===== config.mk =====
export PLATFORM = sky130hd
export DESIGN_NAME = y4m_luma_extractor
export DESIGN_NICKNAME = d
export VERILOG_FILES = /design/src/rtl/core/y4m_pkg.sv /design/src/rtl/core/y4m_parser.sv /design/src/rtl/core/y4m_luma_extractor.sv
export SDC_FILE = /design/constraint.sdc
export NUM_CORES = 1
export LEC_CHECK = 0
export ABC_AREA = 1
export BUFFER_PORTS_ARGS = -buffer_cell sky130_fd_sc_hd__buf_2
export CAP_MARGIN = 10
export CORE_UTILIZATION = 55
export CTS_BUF_LIST = sky130_fd_sc_hd__clkbuf_16
export DETAILED_ROUTE_END_ITERATION = 10
export PLACE_DENSITY = 0.84
export SYNTH_ARGS = -nofsm -noshare
export SYNTH_HDL_FRONTEND = slang
export SYNTH_SLANG_ARGS = --single-unit

===== constraint.sdc =====
create_clock -name i_clk -period 5.2 [get_ports i_clk]
set_input_delay 0.52 -clock i_clk [delete_from_list [all_inputs] [get_ports i_clk]]
set_output_delay 0.52 -clock i_clk [all_outputs]
set_load 0.005 [all_outputs]

===== src/rtl/core/y4m_pkg.sv =====
// Shared types and constants for the Y4M luma extractor.
// Holds the parser phase codes, result codes, character codes and the result struct.
// No dependencies.
`default_nettype none

package y4m_pkg;

    // Parser phase codes.
    localparam logic [3:0] PH_MAGIC      = 4'd0;
    localparam logic [3:0] PH_TOKSTART   = 4'd1;
    localparam logic [3:0] PH_NUMBER     = 4'd2;
    localparam logic [3:0] PH_SKIPTOK    = 4'd3;
    localparam logic [3:0] PH_FRAMEMAGIC = 4'd4;
    localparam logic [3:0] PH_FRAMEPARAM = 4'd5;
    localparam logic [3:0] PH_LUMA       = 4'd6;
    localparam logic [3:0] PH_CHROMA     = 4'd7;
    localparam logic [3:0] PH_DEAD       = 4'd8;

    // Result kinds.
    localparam logic [1:0] KIND_PIXEL  = 2'd0;
    localparam logic [1:0] KIND_HEADER = 2'd1;
    localparam logic [1:0] KIND_ERROR  = 2'd2;

    // Error codes.
    localparam logic [1:0] ERR_MAGIC = 2'd0;
    localparam logic [1:0] ERR_DIM   = 2'd1;
    localparam logic [1:0] ERR_FRAME = 2'd2;

    // Token kinds.
    localparam logic [1:0] TOK_OTHER  = 2'd0;
    localparam logic [1:0] TOK_WIDTH  = 2'd1;
    localparam logic [1:0] TOK_HEIGHT = 2'd2;

    // Character codes.
    localparam logic [7:0] CH_SPACE   = 8'h20;
    localparam logic [7:0] CH_NEWLINE = 8'h0A;
    localparam logic [7:0] CH_W       = 8'h57;
    localparam logic [7:0] CH_H       = 8'h48;
    localparam logic [7:0] CH_ZERO    = 8'h30;
    localparam logic [7:0] CH_NINE    = 8'h39;

    // Lengths of the stream and frame magic strings.
    localparam logic [3:0] MAGIC_LEN = 4'd9;
    localparam logic [3:0] FRAME_LEN = 4'd5;

    // One result transaction, without its valid flag.
    typedef struct packed {
        logic [1:0]  kind;
        logic [7:0]  luma;
        logic        last;
        logic [15:0] width;
        logic [15:0] height;
        logic [1:0]  err;
    } t_result;

    // Character of the stream magic "YUV4MPEG2" at a position.
    function automatic logic [7:0] magic_char(input logic [3:0] idx);
        logic [7:0] c;
        unique case (idx)
            4'd0:    c = 8'h59; // Y
            4'd1:    c = 8'h55; // U
            4'd2:    c = 8'h56; // V
            4'd3:    c = 8'h34; // 4
            4'd4:    c = 8'h4D; // M
            4'd5:    c = 8'h50; // P
            4'd6:    c = 8'h45; // E
            4'd7:    c = 8'h47; // G
            4'd8:    c = 8'h32; // 2
            default: c = 8'h00;
        endcase
        return c;
    endfunction

    // Character of the frame marker "FRAME" at a position.
    function automatic logic [7:0] frame_char(input logic [3:0] idx);
        logic [7:0] c;
        unique case (idx)
            4'd0:    c = 8'h46; // F
            4'd1:    c = 8'h52; // R
            4'd2:    c = 8'h41; // A
            4'd3:    c = 8'h4D; // M
            4'd4:    c = 8'h45; // E
            default: c = 8'h00;
        endcase
        return c;
    endfunction

endpackage

`default_nettype wire


===== src/rtl/core/y4m_parser.sv =====
// Byte-level parser state machine of the Y4M luma extractor.
// Depends on y4m_pkg for phase codes, character codes and the result struct.
`default_nettype none

module y4m_parser
    import y4m_pkg::*;
#(
    parameter int DIM_BITS = 16
) (
    input  wire logic       i_clk,
    input  wire logic       i_rst_n,
    input  wire logic       i_step,
    input  wire logic [7:0] i_byte,
    output logic            o_res_valid,
    output t_result         o_res
);

    localparam int CNT_BITS = 2 * DIM_BITS;
    localparam int ACC_BITS = DIM_BITS + 4;
    localparam logic [DIM_BITS-1:0] MAXV = '1;

    logic [3:0]          r_phase,  n_phase;
    logic [3:0]          r_match,  n_match;
    logic [1:0]          r_tok,    n_tok;
    logic [DIM_BITS-1:0] r_acc,    n_acc;
    logic [DIM_BITS-1:0] r_width,  n_width;
    logic [DIM_BITS-1:0] r_height, n_height;
    logic [CNT_BITS-1:0] r_size;
    logic [CNT_BITS-1:0] r_cnt,    n_cnt;

    logic [ACC_BITS-1:0] acc_ext;
    logic [ACC_BITS-1:0] acc_next;
    logic [CNT_BITS-1:0] cnt_inc;
    logic [CNT_BITS-1:0] chroma_size;
    logic                is_digit;
    logic                do_end;
    logic                do_err;
    logic [1:0]          err_code;

    // Decimal accumulate: acc * 10 + digit, built from two shifts.
    assign acc_ext     = {4'b0000, r_acc};
    assign acc_next    = (acc_ext << 3) + (acc_ext << 1) + {{(ACC_BITS-4){1'b0}}, i_byte[3:0]};
    assign is_digit    = (i_byte >= CH_ZERO) && (i_byte <= CH_NINE);
    assign cnt_inc     = r_cnt + 1'b1;
    assign chroma_size = r_size >> 1;

    // Next-state and result logic for one byte.
    always_comb begin
        n_phase     = r_phase;
        n_match     = r_match;
        n_tok       = r_tok;
        n_acc       = r_acc;
        n_width     = r_width;
        n_height    = r_height;
        n_cnt       = r_cnt;
        do_end      = 1'b0;
        do_err      = 1'b0;
        err_code    = ERR_MAGIC;
        o_res_valid = 1'b0;
        o_res       = '0;

        if (i_step) begin
            unique case (r_phase)
                PH_MAGIC: begin
                    if (r_match < MAGIC_LEN) begin
                        if (i_byte != magic_char(r_match)) begin
                            do_err = 1'b1;
                        end else begin
                            n_match = r_match + 1'b1;
                        end
                    end else if (i_byte == CH_SPACE) begin
                        n_phase = PH_TOKSTART;
                    end else if (i_byte == CH_NEWLINE) begin
                        do_end = 1'b1;
                    end else begin
                        do_err = 1'b1;
                    end
                end
                PH_TOKSTART: begin
                    if (i_byte == CH_NEWLINE) begin
                        do_end = 1'b1;
                    end else if (i_byte == CH_W || i_byte == CH_H) begin
                        n_tok   = (i_byte == CH_W) ? TOK_WIDTH : TOK_HEIGHT;
                        n_acc   = '0;
                        n_phase = PH_NUMBER;
                    end else if (i_byte != CH_SPACE) begin
                        n_tok   = TOK_OTHER;
                        n_phase = PH_SKIPTOK;
                    end
                end
                PH_NUMBER: begin
                    if (is_digit) begin
                        n_acc = (acc_next > {4'b0000, MAXV}) ? MAXV
                                                             : acc_next[DIM_BITS-1:0];
                    end else begin
                        // The number ends here; keep it for its dimension.
                        if (r_tok == TOK_WIDTH) begin
                            n_width = r_acc;
                        end else if (r_tok == TOK_HEIGHT) begin
                            n_height = r_acc;
                        end
                        n_tok = TOK_OTHER;
                        if (i_byte == CH_SPACE) begin
                            n_phase = PH_TOKSTART;
                        end else if (i_byte == CH_NEWLINE) begin
                            do_end = 1'b1;
                        end else begin
                            n_phase = PH_SKIPTOK;
                        end
                    end
                end
                PH_SKIPTOK: begin
                    if (i_byte == CH_SPACE) begin
                        n_phase = PH_TOKSTART;
                    end else if (i_byte == CH_NEWLINE) begin
                        do_end = 1'b1;
                    end
                end
                PH_FRAMEMAGIC: begin
                    err_code = ERR_FRAME;
                    if (r_match < FRAME_LEN) begin
                        if (i_byte != frame_char(r_match)) begin
                            do_err = 1'b1;
                        end else begin
                            n_match = r_match + 1'b1;
                        end
                    end else begin
                        n_match = '0;
                        n_cnt   = '0;
                        if (i_byte == CH_NEWLINE) begin
                            n_phase = PH_LUMA;
                        end else if (i_byte == CH_SPACE) begin
                            n_phase = PH_FRAMEPARAM;
                        end else begin
                            do_err = 1'b1;
                        end
                    end
                end
                PH_FRAMEPARAM: begin
                    if (i_byte == CH_NEWLINE) begin
                        n_cnt   = '0;
                        n_phase = PH_LUMA;
                    end
                end
                PH_LUMA: begin
                    o_res_valid = 1'b1;
                    o_res.kind  = KIND_PIXEL;
                    o_res.luma  = i_byte;
                    if (cnt_inc == r_size) begin
                        o_res.last = 1'b1;
                        n_cnt      = '0;
                        n_match    = '0;
                        n_phase    = (chroma_size == '0) ? PH_FRAMEMAGIC : PH_CHROMA;
                    end else begin
                        n_cnt = cnt_inc;
                    end
                end
                PH_CHROMA: begin
                    if (cnt_inc == chroma_size) begin
                        n_cnt   = '0;
                        n_match = '0;
                        n_phase = PH_FRAMEMAGIC;
                    end else begin
                        n_cnt = cnt_inc;
                    end
                end
                PH_DEAD: begin
                    n_phase = PH_DEAD;
                end
                default: begin
                    n_phase = PH_DEAD;
                end
            endcase

            // End of the header line: check the dimensions and report them.
            if (do_end) begin
                if (n_width == '0 || n_height == '0 || n_width == MAXV || n_height == MAXV) begin
                    do_err   = 1'b1;
                    err_code = ERR_DIM;
                end else begin
                    n_match      = '0;
                    n_cnt        = '0;
                    n_phase      = PH_FRAMEMAGIC;
                    o_res_valid  = 1'b1;
                    o_res.kind   = KIND_HEADER;
                    o_res.width  = 16'(n_width);
                    o_res.height = 16'(n_height);
                end
            end

            // Any error is reported once, then the parser goes dead.
            if (do_err) begin
                n_phase     = PH_DEAD;
                o_res_valid = 1'b1;
                o_res       = '0;
                o_res.kind  = KIND_ERROR;
                o_res.err   = err_code;
            end
        end
    end

    // Parser state registers.
    always_ff @(posedge i_clk) begin
        if (!i_rst_n) begin
            r_phase  <= PH_MAGIC;
            r_match  <= '0;
            r_tok    <= TOK_OTHER;
            r_acc    <= '0;
            r_width  <= '0;
            r_height <= '0;
            r_cnt    <= '0;
        end else begin
            r_phase  <= n_phase;
            r_match  <= n_match;
            r_tok    <= n_tok;
            r_acc    <= n_acc;
            r_width  <= n_width;
            r_height <= n_height;
            r_cnt    <= n_cnt;
        end
    end

    // Frame size is formed while waiting for the frame marker; the dimensions
    // are fixed by then and the marker takes at least six bytes.
    always_ff @(posedge i_clk) begin
        if (!i_rst_n) begin
            r_size <= '0;
        end else if (r_phase == PH_FRAMEMAGIC) begin
            r_size <= CNT_BITS'(r_width) * CNT_BITS'(r_height);
        end
    end

endmodule

`default_nettype wire


===== src/rtl/core/y4m_luma_extractor.sv =====
// Top level of the Y4M luma extractor: input register, parser, result register.
// Depends on y4m_pkg and y4m_parser.
//
// Usage: raw Y4M stream bytes enter on the input channel (i_in_valid,
// o_in_ready, i_byte_in), one byte per transaction. Results leave on the
// output channel (o_out_valid, i_out_ready) as luma pixels with a
// last-of-frame flag, a header-done transaction carrying width and height,
// or a single error transaction after which all further bytes are dropped.
// Bytes that produce no result (magic, header tokens, frame markers,
// chroma) are consumed silently.
// An accepted byte is held in the input register; the parser result for it
// is loaded into the result register when that register is empty or being
// drained, and the result then appears on the output.
// Throughput: one byte per cycle while the receiver does not stall.
// When the receiver stalls, the result register holds its transaction and
// the input register holds one more byte; then o_in_ready drops.
// Reset (synchronous, active low) clears the valid flags of both registers
// and returns the parser to matching the stream magic; the frame-size
// product is formed while the frame marker is being matched.
`default_nettype none

module y4m_luma_extractor
    import y4m_pkg::*;
#(
    parameter int DIM_BITS = 16
) (
    input  wire logic        i_clk,
    input  wire logic        i_rst_n,
    input  wire logic        i_in_valid,
    output logic             o_in_ready,
    input  wire logic [7:0]  i_byte_in,
    output logic             o_out_valid,
    input  wire logic        i_out_ready,
    output logic [1:0]       o_out_kind,
    output logic [7:0]       o_luma,
    output logic             o_last_of_frame,
    output logic [15:0]      o_image_width,
    output logic [15:0]      o_image_height,
    output logic [1:0]       o_error_code
);

    logic       r_in_valid;
    logic [7:0] r_in_byte;
    logic       r_out_valid;
    t_result    r_out;

    logic       out_free;
    logic       step;
    logic       res_valid;
    t_result    res;

    // The result register can load when empty or being drained.
    assign out_free   = !r_out_valid || i_out_ready;
    assign step       = r_in_valid && out_free;
    assign o_in_ready = !r_in_valid || out_free;

    y4m_parser #(
        .DIM_BITS (DIM_BITS)
    ) u_parser (
        .i_clk       (i_clk),
        .i_rst_n     (i_rst_n),
        .i_step      (step),
        .i_byte      (r_in_byte),
        .o_res_valid (res_valid),
        .o_res       (res)
    );

    // Input register.
    always_ff @(posedge i_clk) begin
        if (!i_rst_n) begin
            r_in_valid <= 1'b0;
        end else if (o_in_ready) begin
            r_in_valid <= i_in_valid;
        end
    end

    always_ff @(posedge i_clk) begin
        if (o_in_ready && i_in_valid) begin
            r_in_byte <= i_byte_in;
        end
    end

    // Result register.
    always_ff @(posedge i_clk) begin
        if (!i_rst_n) begin
            r_out_valid <= 1'b0;
        end else if (out_free) begin
            r_out_valid <= step && res_valid;
        end
    end

    always_ff @(posedge i_clk) begin
        if (out_free) begin
            r_out <= res;
        end
    end

    assign o_out_valid     = r_out_valid;
    assign o_out_kind      = r_out.kind;
    assign o_luma          = r_out.luma;
    assign o_last_of_frame = r_out.last;
    assign o_image_width   = r_out.width;
    assign o_image_height  = r_out.height;
    assign o_error_code    = r_out.err;

endmodule

`default_nettype wire


======== Word-level counts from Yosys, hierarchy flattened ========
Memory sizes are Yosys's and may differ from the RTL's. A register that Yosys moved wholly into a read port is not among the register bits.
Index checks and enable logic that the tools add are counted.
operators by class
  bitwise logic cells ..................... 3
  reduce and logical (&&, ||, !) cells .... 24
  $lt $le $gt $ge ......................... 5
  $mul .................................... 1
  equality and inequality tests ........... 29
  $add $sub $neg .......................... 4
  muxes and demuxes ....................... 97
operator list
  operator                 count
  $mux W32                 8
  $mux W16                 13
  $pmux W32 S4             1
  $mux W4                  27
  $mux W8                  6
  $mux W45                 1
  $pmux W7 S5              1
  $add A32 B1 Y32 const B  1
  $eq A16 B16 Y1 const B   2
  $eq A32 B31 Y1           1
  $eq A32 B32 Y1           1
  $logic_not A16 Y1        2
  $logic_not A32 Y1        1
  $mul A16 B16 Y32         1
  $pmux W16 S2             1
  $pmux W4 S8              1
  $mux W1                  23
  $add A19 B17 Y20         1
  $add A20 B4 Y20          1
  $eq A4 B3 Y1 const B     5
  $gt A20 B16 Y1 const B   1
  $mux W2                  10
  $eq A4 B2 Y1 const B     4
  $eq A8 B7 Y1 const B     2
  other kinds (31)         48
word-level totals
  word-level logic and storage cells ...... 182
  output and inout bits ................... 47
  register bits after elaboration ......... 177
  memories ................................ 1
  ROM bits ................................ 112
memories
  memory           words  bits a word  rd ports  clocked after Yosys merged registers in  wr ports  RTL line       RTL
  (no name shown)  16     7            1         1                                        0         y4m_pkg.sv:59  unique case (idx)

======== Longest topological paths before layout ========
Gate-level depths: netlist of the first run.
  depth after elaboration ................. 16
  mapped depth ............................ 31
  mapped depth without buffers ............ 29

======== Cells and area by module ========
A second synthesis of the first run with hierarchy kept.
second synthesis, totals
  cells, all modules ...................... 3171
  area total of the unflattened synthesis .. 21704.6 um^2
by module, submodules not included
  module              instances  seq. area each (um^2)  cells an instance  area an instance (um^2)
  y4m_parser          1          2582.5                 3105               20015.4
  y4m_luma_extractor  1          1631.6                 66                 1689.1

======== Least setup slack after synthesis of the first run ========
No wires, ideal clock.
  kind .................................... register -> register
  start point ............................. register u_parser.r_width[7]
  end point ............................... register u_parser.r_size[27]
  arrival time ............................ 5627 ps
  cell stages (with the launch flop) ...... 28
  required time ........................... 5085 ps
  slack ................................... -543 ps
  setup time .............................. 115 ps
  cells stage by stage .................... dfxtp_1 clkbuf_1 clkbuf_1 nand2_1 fa_1 inv_1 fa_1 inv_1 fa_1 inv_1 fa_1 fa_1 inv_1 fa_1 inv_1 ha_1 a21oi_1 nor2_1 nor2_1 inv_1 a21oi_1 o21ai_0 a21oi_1 o21bai_1 nand2_1 nand2_1 o21ai_0 inv_1
between the ends
  longest elaborated chain between the ends .. 1
ends and longest elaborated chain
  item                    RTL line           RTL
  start, declared         y4m_parser.sv:26   logic [DIM_BITS-1:0] r_width, n_width;
  start signal, assigned  y4m_parser.sv:217  r_width <= n_width;
  $mul A16 B16 Y32        y4m_parser.sv:229  r_size <= CNT_BITS'(r_width) * CNT_BITS'(r_height);
  end signal, assigned    y4m_parser.sv:229
  end, declared           y4m_parser.sv:28   logic [CNT_BITS-1:0] r_size;
No other way between the ends.
A chain may end at the register's enable or synchronous reset.

======== Final worst setup path of the first run ========
  start point ............................. register u_parser.r_width[7]
  end point ............................... register u_parser.r_size[30]
Same word-level chain as after synthesis.

==> metrics.cfg, run 1 <==
[run_status]
status = finished, violations left
violations = setup timing

[yosys]
synth.area.mux_share_pct = 0
netlist_instances = 3134
synth_xor_area_share_pct = 2.367
synthTopCellsByArea = fa_1, nand2_1, dfxtp_1, inv_1, ha_1
synthSimpleGateAreaFrac_pct = 27.91
synth_compound_area_share_pct = 9.788
netlist.area_leader.share_pct = 18.28
yosysUniqueCellTypes = 52
syn_nets = 3482
yosys.area.top_type = fa_1
synthArstFlopShare_pct = 0
ys_ff_latch = 184
seq_area_frac_synth_pct = 19.63
synth_top_family_by_area = simple AND/OR/NAND/NOR gates
synth_area_um2 = 21460
synth_fa_ha_area_share_pct = 26.44
synth_ff_type = dfxtp_1
yosys_warnings = 0
synth_edf_count = 53
avgSynthCellArea_um2 = 6.848

[drt]
drtAntennaViolNets = 0
wirelength_um = 62840
dr.pass1.iters = 7
vias = 21160
drc = 0
vias_per_cell = 5.568
wire_per_inst_um = 16.54
dr.first_iter.drc_count = 2402

[worst_setup_path]
critPathBufInv = 5
worstPathCellList = buf_6, buf_4, nand2_1, fa_1, fa_1, inv_1, ha_1, fa_1, fa_1, fa_1, ha_4, nand2_1, o21ai_0, buf_4, nand4_1, o211ai_1, buf_4, nand4_1, a21oi_2, nor2_2, a211oi_1
cp_top_family = adder cells
critPathArrivalTime_ps = 5810
endpoint_kind = flip-flop
worst_path_largest_cell_delay_ps = 580
critPathMaxFanout = 5
worstPathRequired_ps = 5570
criticalPathCategory = reg2reg
cp-start-kind = flip-flop
cp_common_cell = fa_1
slowest_stage = fa_1

[pwr]
p_sw_uw = 1361
cellPowerDensity_nw_per_um2 = 161.2
internal_power_uw = 2617
clockPowerShare_pct = 32.6
ir_drop_v = 0.0001980
combPwrFrac_pct = 27.8
switching_share_pct = 34.22
power_frac_seq_pct = 39.6
p_leak_uw = 0.01344

[floorplanning]
core_area_um2 = 38020
pin_count = 59
die_y_um = 199.5
die_w_um = 199.5
rows = 71
initial_core_util_pct = 56.45
dieArea_um2 = 39820

[grt]
grt_pass1_wl_um = 101900
grt_max_degree = 102
overflow = 0
grt_pass1_vias = 20655
antenna_found_initial = 1
grt_use_total_pct = 32.42

[cells_and_area]
syn2layout_area_growth_pct = 15.03
nFillCells = 3191
layout-drive-gt1-share_pct = 15.14
nNetsFinal = 3624
antenna_cells = 0
utilization_pct = 64.93

[timing]
min_period_ps = 5442
period_share_pct = 104.7
max_freq_mhz = 183.7
grt_setup_unrepaired = yes
setup_tns_ps = -2428
clock_skew_ps = 18.46
tightest_slew_ps = 1171
maxSlewViolCount = 0
setup_viol = 17
hold_violations = 0
fin_ws_ps = -242.4
slew-limit-headroom_pct = 21.84

[clock_tree]
cts_tree = yes
htreeDepth = 4
root_buffer = clkbuf_16
ctsHoldBuffers = 0
cts_sinks = 184
clk_latency_ps = 470
cts.clk_slew.worst_paths_ps = 80
cts_made_buffers = 17
clk_path_buf_depth = 2

[placement]
gp_congestion = 1.032
dp_hpwl_um = 47290
port_buffers = 58

[hold_path]
holdCritPathClass = in2reg

[flow_run]
maxCapViolCount = 0

==> cells by family (layout without fill, tap and decap cells) <==
logic type               after synthesis  in the layout
AND/OR/NAND/NOR                     1394           1394
XOR/XNOR                              58             58
buffers and inverters                780            935
flip-flops                           184            184
AO/OA/AOI/OAI                        382            382
adder cells (fa/ha/maj)              336            336
==> worst paths after layout <==
check	slack [ps]	from	cells after the start	endpoint
setup / recovery	-240	u_parser.r_width[7]	21	u_parser.r_size[30]
hold / removal	230	i_byte_in[1]	1	r_in_byte[1]
setup reg to reg	-240	u_parser.r_width[7]	21	u_parser.r_size[30]
hold reg to reg	480	u_parser.r_size[0]	2	u_parser.r_size[0]
==> what timing repair did <==
item / in CTS / in global routing
setup buffers: 24 / 5
setup endpoints to repair: 18 / 20
gates resized for setup: 121 / 44
pin swaps: 33 / 9
gates cloned: 2 / 0
==> stage by stage <==
step	hold WS [ps]	total power, µW	setup slack [ps]	instances	area, µm²
final	231.5	3979	-242.4	3800	24690
after floorplan	452.2	2189	-22.66	3134	21810
after detailed placement	474.0	2560	-469.9	3738	23370
after CTS	227.9	3923	-202.0	3795	24460
after global routing	224.5	4154	-413.4	3800	24690
after global placement	472.5	2536	-345.4	3738	23370
==> cells in the final DEF (no fill, tap or decap), drive strengths merged, types with 2 or more instances in the layout <==
cell type  netlist  layout
a31oi            9       9
buf             30     257
nand4           31      31
nor3            17      17
nand2          878     878
o21ai          137     137
nand3          215     215
a21boi           4       4
dfxtp          131     131
o21a             2       2
nor2           231     231
nor4            13      13
xnor2           17      17
inv            645     653
a21oi          175     175
o211ai          41      41
edfxtp          53      53
xor2            41      41
fa             196     196
clkbuf         104      17
and2             2       2
a21o             2       2
clkinv           1       8
or2              4       4
ha             140     140
o21bai           3       3
a211oi           4       4
==> state kept, by name, indices dropped and copies added, names as in the netlist, named ones only <==
register,cells
o_luma,8
u_parser.r_width,16
u_parser.r_acc,16
r_in_byte,8
u_parser.r_size,32
o_image_width,16
o_error_code,2
o_out_kind,2
u_parser.r_tok,2
o_out_valid,1
r_in_valid,1
o_image_height,16
u_parser.r_cnt,32
u_parser.r_match,4
o_last_of_frame,1
u_parser.r_height,16
u_parser.r_phase,4
==> area by class of cell <==
class                   count  area (µm²)  area share (%)
multi-input cells        2170       14770           59.81
flip-flops and latches    184        4287           17.36
inverters                 646        2426           9.827
repair buffers            257        2008           8.134
well taps                 511       639.4           2.590
clock buffers              17       425.4           1.723
clock inverters            15       137.6          0.5575
==> metal layers <==
metal,part of all wire (%),vias to the layer above,wire [µm],track usage [%]
li1,-,9956,-,-
met1,40,9864,25000,41.19
met2,47,1120,29280,54.40
met3,9.2,220,5808,5.249
met4,4.4,0,2747,13.91
met5,0,-,0,0
==> cells in the mapped netlist, types with 2 or more instances <==
cell type / number
nand4_1: 30
o211ai_1: 41
or2_2: 4
o21ai_1: 8
xnor2_1: 17
inv_2: 6
nand3_4: 2
nand3_2: 8
buf_6: 3
buf_1: 10
o21ai_0: 128
fa_1: 196
inv_1: 639
a21oi_1: 174
nor2_8: 5
ha_1: 140
a21boi_0: 3
clkbuf_1: 104
nor3_2: 2
a31oi_1: 9
nand2_2: 35
nor2_2: 6
edfxtp_1: 53
nor4_1: 13
o21bai_1: 3
dfxtp_1: 131
and2_1: 2
nor3_1: 15
nand3_1: 205
o21a_1: 2
nand2_4: 2
a211oi_1: 4
nor2_1: 213
nor2_4: 7
xor2_1: 41
buf_2: 16
nand2_1: 841
a21o_1: 2
==> power groups by stage <==
stage	Sequential (µW)	Clock [µW]	Combinational [µW]
2_1_floorplan	1560	0	629
6_report	1580	1300	1110
4_1_cts	1570	1300	1050
5_1_grt	1580	1360	1210
3_3_place_gp	1600	0	934
3_5_place_dp	1600	0	957
==> worst register-to-register path: stages, from the launching register on <==
cell	delay (ps)
dfxtp_4	390
buf_6	130
buf_4	120
nand2_1	80
fa_1	530
fa_1	550
inv_1	40
ha_1	180
fa_1	460
fa_1	580
fa_1	470
ha_4	320
nand2_1	60
o21ai_0	220
buf_4	180
nand4_1	110
o211ai_1	200
buf_4	200
nand4_1	130
a21oi_2	170
nor2_2	60
a211oi_1	180
No activity file was read; power rests on OpenSTA's default activity.
==> run 2: changes to the inputs <==
- CTS_BUF_LIST: sky130_fd_sc_hd__clkbuf_16 -> sky130_fd_sc_hd__clkbuf_4
- HOLD_SLACK_MARGIN: not set -> 0.1
==> run 2 against run 1 <==
Effect of this change:
- via count rose by 1.2%
- the run still ends with setup timing left
- register-to-register slack got worse by 90 ps
- flip-flop and latch count did not move
- critical path type unchanged
- power fell by 11%
- critical endpoint is now u_parser.r_size[28]
==> metrics.cfg, run 2 (synthesis results as in run 1) <==
[worst_setup_path]
slowest_stage = fa_1
critPathLaunch = u_parser.r_width[4]
cp_num_cells = 23
crit_path_end = u_parser.r_size[28]
rrSetupSlack_ps = -340
endpoint_kind = flip-flop
worstPathRequired_ps = 5770
critPathBufInv = 6
cp_top_family = adder cells
worstPathCellList = buf_6, nand2_1, inv_1, fa_1, fa_1, fa_1, fa_1, fa_1, inv_1, fa_1, inv_2, ha_4, nand2_1, nor2_1, inv_1, nor2_1, nor2_1, o21a_1, o41ai_2, or2_2, nand3_1, o211ai_1, inv_1
cp-start-kind = flip-flop
criticalPathCategory = reg2reg
critPathMaxFanout = 9
rr_worst_depth = 23
r2r_start = u_parser.r_width[4]
critPathArrivalTime_ps = 6110
cp_common_cell = fa_1
timing.rr.end = u_parser.r_size[28]
worst_path_largest_cell_delay_ps = 540

[grt]
grt_pass1_vias = 20346
grt_use_total_pct = 32.11
grt_max_degree = 102
overflow = 0
antenna_found_initial = 1
grt_pass1_wl_um = 100900

[pwr]
cellPowerDensity_nw_per_um2 = 144.2
p_leak_uw = 0.01333
ir_drop_v = 0.0002309

[floorplanning]
pin_count = 59
initial_core_util_pct = 56.45
dieArea_um2 = 39820
rows = 71
core_area_um2 = 38020
die_w_um = 199.5
die_y_um = 199.5

[drt]
drc = 0
vias = 21404
wirelength_um = 63890
dr.first_iter.drc_count = 2809
vias_per_cell = 5.615
dr.pass1.iters = 6
drtAntennaViolNets = 0
wire_per_inst_um = 16.76

[timing]
setup_viol = 15
tightest_slew_ps = 1169
hold_violations = 0
hold_ws_ps = 171.0
min_period_ps = 5537
period_share_pct = 106.5
fin_ws_ps = -337.4
grt_setup_unrepaired = yes
maxSlewViolCount = 0
setup_tns_ps = -2541
slew-limit-headroom_pct = 22.01
clock_skew_ps = 43.85
max_freq_mhz = 180.6

[run_status]
status = finished, violations left
violations = setup timing

[cells_and_area]
layout_commonest_cell = nand2_1
nFillCells = 3198
syn2layout_area_growth_pct = 14.64
top_regs = u_parser.r_cnt (32), u_parser.r_size (32)
finish.instance_area_um2 = 24600
layout-drive-gt1-share_pct = 16.30
nNetsFinal = 3635
layout.cells.non_filler = 3812
layout_common_cells = nand2_1, inv_1, nor2_1

[placement]
dp_hpwl_um = 47290
dp.cells = 3738
postPlaceCellArea_um2 = 23370
gp_congestion = 1.032
port_buffers = 58

[clock_tree]
cts_tree = yes
cts_made_buffers = 17
root_buffer = clkbuf_4
clk_path_buf_depth = 2
cts.clk_slew.worst_paths_ps = 200
htreeDepth = 4
cts_sinks = 184
clk_latency_ps = 640

[hold_path]
holdCritPathClass = in2reg

[flow_run]
maxCapViolCount = 0

run 2: changes by cell type in the layout (fill, tap and decap cells not counted), moves of 5 or more:
cell	change
clkbuf_4	+19
clkbuf_16	-17
inv_1	-14
inv_2	+13
dlygate4sd3_1	+8
nand2_2	+8
nand2_1	-7
nor2_2	-5
run 2: where the power goes:
| group | internal (µW) | total, µW | switching, µW |
|---|---|---|---|
| Combinational | 489 | 1150 | 661 |
| Clock | 218 | 823 | 605 |
| Sequential | 1510 | 1580 | 62.0 |
| Total | 2220 | 3550 | 1330 |
run 2: tightest hold or removal path: stages:
cell     delay [ps]
buf_2           100
nand2_1          90
a21oi_1          70
run 2: routing by layer:
metal / vias to the layer above / wire length [µm] / global-route usage (%)
met5: - / 0 / 0
met4: 0 / 2898 / 13.34
met3: 261 / 5775 / 4.996
met2: 1184 / 29970 / 54.13
met1: 9975 / 25250 / 40.89
li1: 9984 / - / -
run 2: how the worst min path moves through the flow:
stage | startpoint | to | slack [ps] | depth (start not counted)
2_1_floorplan | u_parser.r_tok[1] | u_parser.r_tok[1] | 450 | 2
3_3_place_gp | u_parser.r_size[0] | u_parser.r_size[0] | 470 | 2
3_5_place_dp | u_parser.r_size[0] | u_parser.r_size[0] | 470 | 2
4_1_cts | i_in_valid | r_in_valid | 130 | 3
5_1_grt | i_in_valid | r_in_valid | 160 | 3
6_report | i_in_valid | r_in_valid | 170 | 3
run 2: cell type report:
type / count / area, µm² / area share [%]
multi-input cells: 2170 / 14900 / 60.55
flip-flops and latches: 184 / 4292 / 17.44
inverters: 646 / 2426 / 9.860
repair buffers: 268 / 2078 / 8.446
well taps: 511 / 639.4 / 2.599
clock buffers: 18 / 135.1 / 0.5492
clock inverters: 14 / 133.9 / 0.5441
diodes: 1 / 2.502 / 0.01017
run 2: repair_timing:
item                                    CTS  global route
resized for setup                        96           114
hold endpoints to repair                  8             0
buffers inserted                         18            21
endpoints found under the setup margin   18            19
hold buffers                              8             0
pin swaps                                36            67
run 2: stage by stage:
stage                     util, %  worst slack [ps]  total power (µW)
after CTS                   63.32            -219.8              3420
after global placement      61.46            -345.4              2536
final                       64.71            -337.4              3548
after detailed placement    61.46            -469.9              2560
after global routing        64.71            -470.2              3708
after floorplan                 -            -22.66              2189
